===== src/rtl/core/rau_pkg.sv =====
// ----------------------------------------------------------------------------
// rau_pkg - rational arithmetic unit shared definitions
// Operation codes and word widths for the rational arithmetic unit.
// ----------------------------------------------------------------------------
`default_nettype none
package rau_pkg;
    localparam int unsigned WORD_W = 32;
    localparam int unsigned KIND_W = 3;

    typedef logic [KIND_W-1:0] t_kind;
    typedef logic [WORD_W-1:0] t_word;

    localparam t_kind KIND_ADD = 3'd0;
    localparam t_kind KIND_SUB = 3'd1;
    localparam t_kind KIND_MUL = 3'd2;
    localparam t_kind KIND_DIV = 3'd3;
    localparam t_kind KIND_CMP = 3'd4;
endpackage
`default_nettype wire


===== src/rtl/core/rational_arithmetic_unit.sv =====
// ----------------------------------------------------------------------------
// rational_arithmetic_unit - add, subtract, multiply, divide, compare fractions
// Cross-multiplies two signed fractions and reduces by the Euclidean GCD,
// using one shared 32x32 multiplier and one bit-serial divider.
// ----------------------------------------------------------------------------
//  channel | handshake          | payload
//  --------+--------------------+-----------------------------------------
//  input   | i_valid / o_ready  | i_kind i_a_num i_a_den i_b_num i_b_den
//  output  | o_valid / i_ready  | o_res_num o_res_den o_div_by_zero
//          |                    | o_is_equal o_is_greater
//
// One transaction at a time. Three product states on the shared multiplier
// and one decision state, then each GCD remainder step and each of the two
// final quotients runs on the shared restoring divider. A zero denominator
// product skips the GCD loop; pass-through, compare, zero-product, zero
// divisor and unused kinds skip the divider. Reset clears the sequencer,
// the divider and the valid flag; payload registers hold. A finished result
// waits in the output register; o_ready stays low until it is taken.
// ----------------------------------------------------------------------------
`default_nettype none
module rational_arithmetic_unit (
    input  wire               i_clk,
    input  wire               i_rst_n,
    input  wire               i_valid,
    output logic              o_ready,
    input  rau_pkg::t_kind    i_kind,
    input  rau_pkg::t_word    i_a_num,
    input  rau_pkg::t_word    i_a_den,
    input  rau_pkg::t_word    i_b_num,
    input  rau_pkg::t_word    i_b_den,
    output logic              o_valid,
    input  wire               i_ready,
    output rau_pkg::t_word    o_res_num,
    output rau_pkg::t_word    o_res_den,
    output logic              o_div_by_zero,
    output logic              o_is_equal,
    output logic              o_is_greater
);
    import rau_pkg::*;

    // sequencer codes
    localparam logic [3:0] S_IDLE  = 4'd0;
    localparam logic [3:0] S_MUL0  = 4'd1;  // first product
    localparam logic [3:0] S_MUL1  = 4'd2;  // second product
    localparam logic [3:0] S_MUL2  = 4'd3;  // denominator product / combine
    localparam logic [3:0] S_PREP  = 4'd4;  // decide reduce path
    localparam logic [3:0] S_GCD   = 4'd5;  // remainder steps
    localparam logic [3:0] S_QNUM  = 4'd6;  // numerator / g
    localparam logic [3:0] S_QDEN  = 4'd7;  // denominator / g
    localparam logic [3:0] S_DONE  = 4'd8;

    localparam int unsigned CNT_W = $clog2(WORD_W + 1);

    logic [3:0]  r_state, n_state;
    t_kind       r_kind;
    t_word       r_an, r_ad, r_bn, r_bd;
    t_word       r_p, r_q, r_m, r_d;
    t_word       r_x, r_y, r_g;
    logic        r_o_valid;
    t_word       r_res_num, r_res_den;
    logic        r_dz, r_eq, r_gt;

    // shared divider: restoring, one quotient bit per cycle
    logic        r_dv_busy;
    logic [CNT_W-1:0] r_dv_cnt;
    t_word       r_dv_quo, r_dv_rem, r_dv_den;
    logic        dv_start;
    t_word       dv_a, dv_b;
    logic [WORD_W:0] dv_trial;
    logic        dv_done;

    // shared multiplier, low word only (products wrap at 32 bits)
    t_word       mul_a, mul_b, mul_p;

    // decision for the current operands
    logic        prep_reduce;
    t_word       neg_bn;

    function automatic t_word mag(input t_word v);
        mag = v[WORD_W-1] ? (~v + 1'b1) : v;
    endfunction

    assign mul_p  = mul_a * mul_b;
    assign neg_bn = ~r_bn + 1'b1;

    always_comb begin
        unique case (r_state)
            S_MUL0:  begin
                mul_a = r_an;
                mul_b = (r_kind == KIND_MUL) ? r_bn : r_bd;
            end
            S_MUL1:  begin
                mul_a = r_ad;
                mul_b = (r_kind == KIND_MUL) ? r_bd : r_bn;
            end
            default: begin
                mul_a = r_ad;
                mul_b = r_bd;
            end
        endcase
    end

    // Reduce unless a pass-through, a zero product, a zero divisor or compare.
    always_comb begin
        unique case (r_kind)
            KIND_ADD, KIND_SUB: prep_reduce = (r_an != '0) && (r_bn != '0);
            KIND_MUL: prep_reduce = (r_m != '0) && (r_d != '0);
            KIND_DIV: prep_reduce = (r_bn != '0) && (r_m != '0) && (r_d != '0);
            default:  prep_reduce = 1'b0;
        endcase
    end

    assign dv_trial = {r_dv_rem[WORD_W-2:0], r_dv_quo[WORD_W-1]} - {1'b0, r_dv_den};
    assign dv_done  = r_dv_busy && (r_dv_cnt == '0);

    always_ff @(posedge i_clk) begin
        if (!i_rst_n) begin
            r_dv_busy <= 1'b0;
            r_dv_cnt  <= '0;
        end else if (dv_start) begin
            r_dv_busy <= 1'b1;
            r_dv_cnt  <= CNT_W'(WORD_W);
            r_dv_quo  <= dv_a;
            r_dv_rem  <= '0;
            r_dv_den  <= dv_b;
        end else if (r_dv_busy) begin
            if (r_dv_cnt == '0) begin
                r_dv_busy <= 1'b0;
            end else begin
                r_dv_cnt <= r_dv_cnt - 1'b1;
                if (!dv_trial[WORD_W]) begin
                    r_dv_rem <= dv_trial[WORD_W-1:0];
                    r_dv_quo <= {r_dv_quo[WORD_W-2:0], 1'b1};
                end else begin
                    r_dv_rem <= {r_dv_rem[WORD_W-2:0], r_dv_quo[WORD_W-1]};
                    r_dv_quo <= {r_dv_quo[WORD_W-2:0], 1'b0};
                end
            end
        end
    end

    // next state and divider operands by state
    always_comb begin
        dv_start = 1'b0;
        dv_a     = r_x;
        dv_b     = r_y;
        n_state  = r_state;
        unique case (r_state)
            S_IDLE: if (i_valid) n_state = S_MUL0;
            S_MUL0: n_state = S_MUL1;
            S_MUL1: n_state = S_MUL2;
            S_MUL2: n_state = S_PREP;
            S_PREP: begin
                // zero denominator product: skip the remainder loop
                if (!prep_reduce) n_state = S_DONE;
                else if (r_d == '0) n_state = S_QNUM;
                else n_state = S_GCD;
            end
            S_GCD: if (!r_dv_busy) begin
                dv_start = 1'b1;
            end else if (dv_done && (r_dv_rem == '0)) begin
                n_state = S_QNUM;
            end
            S_QNUM: if (!r_dv_busy) begin
                dv_start = 1'b1;
                dv_a     = mag(r_m);
                dv_b     = r_g;
            end else if (dv_done) n_state = S_QDEN;
            S_QDEN: if (!r_dv_busy) begin
                dv_start = 1'b1;
                dv_a     = mag(r_d);
                dv_b     = r_g;
            end else if (dv_done) n_state = S_DONE;
            S_DONE: if (i_ready && r_o_valid) n_state = S_IDLE;
            default: n_state = S_IDLE;
        endcase
    end

    always_ff @(posedge i_clk) begin
        if (!i_rst_n) begin
            r_state   <= S_IDLE;
            r_o_valid <= 1'b0;
        end else begin
            r_state <= n_state;
            unique case (r_state)
                S_IDLE: if (i_valid) begin
                    r_kind <= i_kind; r_an <= i_a_num; r_ad <= i_a_den;
                    r_bn <= i_b_num; r_bd <= i_b_den;
                    r_res_num <= '0; r_res_den <= '0;
                    r_dz <= 1'b0; r_eq <= 1'b0; r_gt <= 1'b0;
                end
                S_MUL0: r_p <= mul_p;
                S_MUL1: r_q <= mul_p;
                S_MUL2: begin
                    if (r_kind == KIND_SUB || r_kind == KIND_CMP) begin
                        r_m <= r_p - r_q;
                        r_d <= mul_p;
                    end else if (r_kind == KIND_ADD) begin
                        r_m <= r_p + r_q;
                        r_d <= mul_p;
                    end else begin
                        r_m <= r_p;
                        r_d <= r_q;
                    end
                end
                S_PREP: begin
                    // GCD seeds; with a zero denominator the divisor is |m|
                    r_x <= mag(r_m);
                    r_y <= mag(r_d);
                    r_g <= (r_m == '0) ? t_word'(1) : mag(r_m);
                    // negative divisor: flip both products before reducing
                    if (r_kind == KIND_DIV && r_bn[WORD_W-1]) begin
                        r_m <= ~r_m + 1'b1;
                        r_d <= ~r_d + 1'b1;
                    end
                    if (r_kind == KIND_ADD || r_kind == KIND_SUB) begin
                        if (r_an == '0) begin
                            r_res_num <= (r_kind == KIND_ADD) ? r_bn : neg_bn;
                            r_res_den <= r_bd;
                        end else if (r_bn == '0) begin
                            r_res_num <= r_an; r_res_den <= r_ad;
                        end
                    end
                    if (r_kind == KIND_CMP) begin
                        r_eq <= (r_an == r_bn) && (r_an == '0 || r_ad == r_bd);
                        // sign of the difference numerator decides greater
                        if (r_an == '0) r_gt <= (neg_bn != '0) && !neg_bn[WORD_W-1];
                        else if (r_bn == '0) r_gt <= !r_an[WORD_W-1];
                        else r_gt <= (r_m != '0) && !r_m[WORD_W-1];
                    end
                    if (r_kind == KIND_DIV && r_bn == '0) begin
                        r_res_num <= r_an; r_res_den <= r_ad; r_dz <= 1'b1;
                    end
                    if (!prep_reduce) r_o_valid <= 1'b1;
                end
                S_GCD: if (dv_done) begin
                    if (r_dv_rem == '0) r_g <= r_y;
                    else begin
                        r_x <= r_y; r_y <= r_dv_rem;
                    end
                end
                S_QNUM: if (dv_done) r_res_num <= r_m[WORD_W-1] ? (~r_dv_quo + 1'b1) : r_dv_quo;
                S_QDEN: if (dv_done) begin
                    r_res_den <= r_d[WORD_W-1] ? (~r_dv_quo + 1'b1) : r_dv_quo;
                    r_o_valid <= 1'b1;
                end
                S_DONE: if (i_ready && r_o_valid) r_o_valid <= 1'b0;
                default: ;
            endcase
        end
    end

    assign o_ready       = (r_state == S_IDLE);
    assign o_valid       = r_o_valid;
    assign o_res_num     = r_res_num;
    assign o_res_den     = r_res_den;
    assign o_div_by_zero = r_dz;
    assign o_is_equal    = r_eq;
    assign o_is_greater  = r_gt;
endmodule
`default_nettype wire

===== config.mk =====
export PLATFORM = sky130hd
export DESIGN_NAME = rational_arithmetic_unit
export DESIGN_NICKNAME = d
export VERILOG_FILES = /design/src/rtl/core/rau_pkg.sv /design/src/rtl/core/rational_arithmetic_unit.sv
export SDC_FILE = /design/constraint.sdc
export NUM_CORES = 2
export LEC_CHECK = 0
export BUFFER_PORTS_ARGS = -buffer_cell sky130_fd_sc_hd__buf_2
export CORE_MARGIN = 1.5
export CORE_UTILIZATION = 55
export DETAILED_ROUTE_END_ITERATION = 10
export PLACE_DENSITY_LB_ADDON = 0.1
export RECOVER_POWER = 100
export SETUP_SLACK_MARGIN = 0.3
export SLEW_MARGIN = 20
export SYNTH_ARGS = -nofsm -noshare
export SYNTH_HDL_FRONTEND = slang
export SYNTH_SLANG_ARGS = --single-unit

===== constraint.sdc =====
create_clock -name i_clk -period 29.1 [get_ports i_clk]
set_clock_uncertainty 0.15 [all_clocks]
set_input_delay 4.365 -clock i_clk [delete_from_list [all_inputs] [get_ports i_clk]]
set_output_delay 4.365 -clock i_clk [all_outputs]
set_load 0.1 [all_outputs]

==> impl_metrics.csv <==
group,metric,value,unit
status,run_status,"complete, but fails checks",
status,failing_checks,"max-capacitance violations, max-slew violations",
setup_path,start_kind,"flip-flop",
global_route,overflow,0,
global_route,first_pass_grt_wire_length,235600,um
setup_path,critPathMaxStageDelay,2.68,ns
setup_path,worst-setup-path-type,"flip-flop to flip-flop",
hold_path,hold_class,"flip-flop to flip-flop",
drt,remaining_drcs,0,
floorplan,die_area,0.08799,sq mm
yosys,postSynthRegisterBits,530,
final_layout,drive_above_1_share,0.08123,
yosys,synth_top_family_by_area,"adder cells",
setup_path,worst_r2r_path_depth,32,
clocking,cts.hold.buffers_added,0,
final_layout,post-route-util,0.6025,
hold_path,holdPathStages,2,
yosys,synth-compound-area-share,0.1082,
setup_path,cp_slowest_cell,"clkbuf_1",
final_layout,multi_input_comb_area,0.02875,sq mm
setup_path,worst-path-buf-inv,7,
clocking,tritoncts,"done",
final_layout,fill_cells,7566,
yosys,post_synth_num_cell_types,89,
yosys,synth_mux_area_frac,0.04121,
yosys,synthesis.area,0.04742,sq mm
floorplan,dieHeight,296.6,um
yosys,synth-edff-count,518,
drt,met2_length,74350,um
floorplan,start_util,0.5561,
sta,fmaxAchievable,0.07526,GHz
sta,worst_pin_slew,3.984,ns
setup_path,cp_data_arrival_time,13.40,ns
drt,met1_length,61850,um
sta,setup_violations,0,
clocking,clock_tree.buffer_depth,3,
clocking,clk_transition_reported_paths,0.06,ns
floorplan,floorplan.core_area,0.08528,sq mm
yosys,synth-async-reset-ratio,0,
yosys,synthesized_area_fraction_occupied_by_xor_and_xnor_cells,0.07045,
sta,hold_viol_final,0,
drt,routed.top_layer,"met5",
yosys,ys.warnings.count,0,
drt,drt-wirelength-per-cell,25.85,um
final_layout,most-common-layout-cells,"nor2_1 (671), inv_1 (526), edfxtp_1 (518)",
setup_path,critical_path.most_common_cell,"fa_1",
setup_path,crit_cells,32,
drt,initial_drt_markers,4009,
yosys,mean_post_synth_cell_area,9.547,sq um
clocking,tritoncts.num_buffers,60,
sta,maxSlewHeadroom,-1.656,
placement,gp_congestion,1.010,
yosys,synth.yosys.seq_area_share,0.3331,
floorplan,std_cell_rows,107,
sta,report.final.slew_viol_count,1101,
clocking,tritoncts_num_sinks,530,
drt,vias,38337,
sta,rsz0062_at_grt,"false",
global_route,grt_pass1_vias,37019,
final_layout,layout.nets,5829,
placement,place_hpwl,122600,um
setup_path,critPathTopFamily,"adder cells",
drt,vias_per_cell,6.131,
sta,setup_tns_after_final_layout,0,ns
yosys,synth.net_count,5737,
setup_path,worst-path-max-fanout,53,
flow_run,maxCapViolations,23,
final_layout,n_antenna_cell,0,
hold_path,hp-start,"r_dv_cnt[4]",
final_layout,syn_to_final_growth,8.351,%
sta,timing.final.crit_share,0.4566,
sta,final.min_clock_period,13.29,ns
yosys,synth-simple-area-share,0.1517,
setup_path,critical_path.reg2reg.endpoint,"r_d[31]",
setup_path,worst_reg2reg_startpoint,"r_state[1]",
clocking,cts.repair_timing.setup_buffer_count,0,
hold_path,hold_path_end,"r_dv_cnt[4]",
drt,antenna_left,0,
clocking,htree_num_levels,2,
floorplan,floorplan.io_pins,204,
setup_path,worstPathRequired,29.21,ns
drt,routed-wl-met3,15250,um
global_route,grt_start_max_net_pins,78,
yosys,syn-instance-count,4967,
global_route,grt_use_total,0.3663,
final_layout,layout.area.seq,0.01580,sq mm
floorplan,floorplan.die.width,296.6,um
yosys,synth-adder-area-share,0.2326,
clocking,cts_repair_resize_count,0,
drt,drt-pass1-iter-count,6,
yosys,dominantRegCellSynth,"edfxtp_1",
global_route,antenna_found_initial,3,
final_layout,final_common_cell,"nor2_1",
drt,wirelength,161600,um
setup_path,worst-r2r-setup-slack,15.81,ns
placement,port_buffers,203,
clocking,clkLatencyLatePin,0.68,ns
setup_path,worst_setup_path_end_kind,"flip-flop",
clocking,clockRootBuffer,"clkbuf_16",
==> worst max path at each step <==
stage / from / slack [ns] / end
4_1_cts: r_state[0] / 18.70 / r_d[31]
6_report: r_state[1] / 15.81 / r_d[31]
3_5_place_dp: r_state[3] / 18.76 / r_d[31]
5_1_grt: r_state[1] / 15.27 / r_d[31]
2_1_floorplan: i_rst_n / 19.09 / r_dv_quo[0]
3_3_place_gp: r_state[0] / 18.82 / r_d[31]
==> sequential cells by signal (all words and copies together) (netlist names), 3 cells and up <==
register / flops
o_res_den: 32
o_res_num: 32
r_ad: 32
r_an: 32
r_bd: 32
r_bn: 32
r_d: 32
r_dv_cnt: 6
r_dv_den: 32
r_dv_quo: 32
r_dv_rem: 32
r_g: 32
r_kind: 3
r_m: 32
r_p: 32
r_q: 32
r_state: 4
r_x: 32
r_y: 32
==> routing by layer <==
metal | vias up | global-route usage
li1 | 16986 | -
met1 | 18986 | 0.4720
met2 | 1893 | 0.5832
met3 | 468 | 0.07741
met4 | 4 | 0.1913
met5 | - | 0
==> synth_stat cells, types with 18 or more instances <==
master,instances,share of area
a211oi_1,33,0.0052
a21o_1,46,0.0073
a21oi_1,288,0.030
a22oi_1,19,0.0030
a31oi_1,30,0.0040
buf_1,18,0.0014
clkbuf_1,222,0.018
edfxtp_1,518,0.33
fa_1,411,0.17
ha_1,224,0.059
inv_1,527,0.042
mux2_2,55,0.013
mux2i_1,125,0.026
nand2_1,496,0.039
nand2b_1,48,0.0063
nand3_1,52,0.0055
nor2_1,676,0.054
nor2b_1,26,0.0034
nor3_1,67,0.0071
nor4_1,48,0.0063
o21ai_0,154,0.016
o22ai_1,94,0.012
o31ai_1,23,0.0036
or2_2,44,0.0058
or3_1,59,0.0078
or4_1,21,0.0033
xnor2_1,179,0.033
xor2_1,198,0.037
==> worst min-delay path: cells and delay by family (launching register included) <==
family | cells | cell delay, ns
flip-flops | 1 | 0.34
AND/OR/NAND/NOR | 1 | 0.07
AO/OA/AOI/OAI | 1 | 0.05
==> area by class of cell <==
class / count / share of cell area
Sequential cell: 530 / 0.3074
Multi-Input combinational cell: 3654 / 0.5596
Timing Repair Buffer: 285 / 0.02805
Clock inverter: 42 / 0.008133
Clock buffer: 70 / 0.03037
Inverter: 528 / 0.03857
Tap cell: 1144 / 0.02786
==> per-stage QoR <==
| step | setup slack (ns) | hold WS (ns) | instance area (sq um) | cells |
|---|---|---|---|---|
| after floorplan | 19.09 | 0.3194 | 47420 | 4967 |
| after global placement | 18.82 | 0.3362 | 49670 | 6140 |
| after detailed placement | 18.76 | 0.3429 | 49700 | 6141 |
| after CTS | 18.70 | 0.3597 | 51680 | 6253 |
| after global routing | 15.27 | 0.3752 | 51380 | 6253 |
| final | 15.81 | 0.3597 | 51380 | 6253 |
==> logic make-up (layout without fill, tap and decap cells) <==
group	count (synthesis)	in the layout
AND/OR/NAND/NOR	1619	1619
adder cells (fa/ha/maj)	635	635
flip-flops	530	530
multiplexers	185	185
AO/OA/AOI/OAI	836	836
XOR/XNOR	379	379
buffers and inverters	783	925
Power is not shown: default switching activity piles up to over one toggle a cycle in this logic, so the estimate is an artifact.
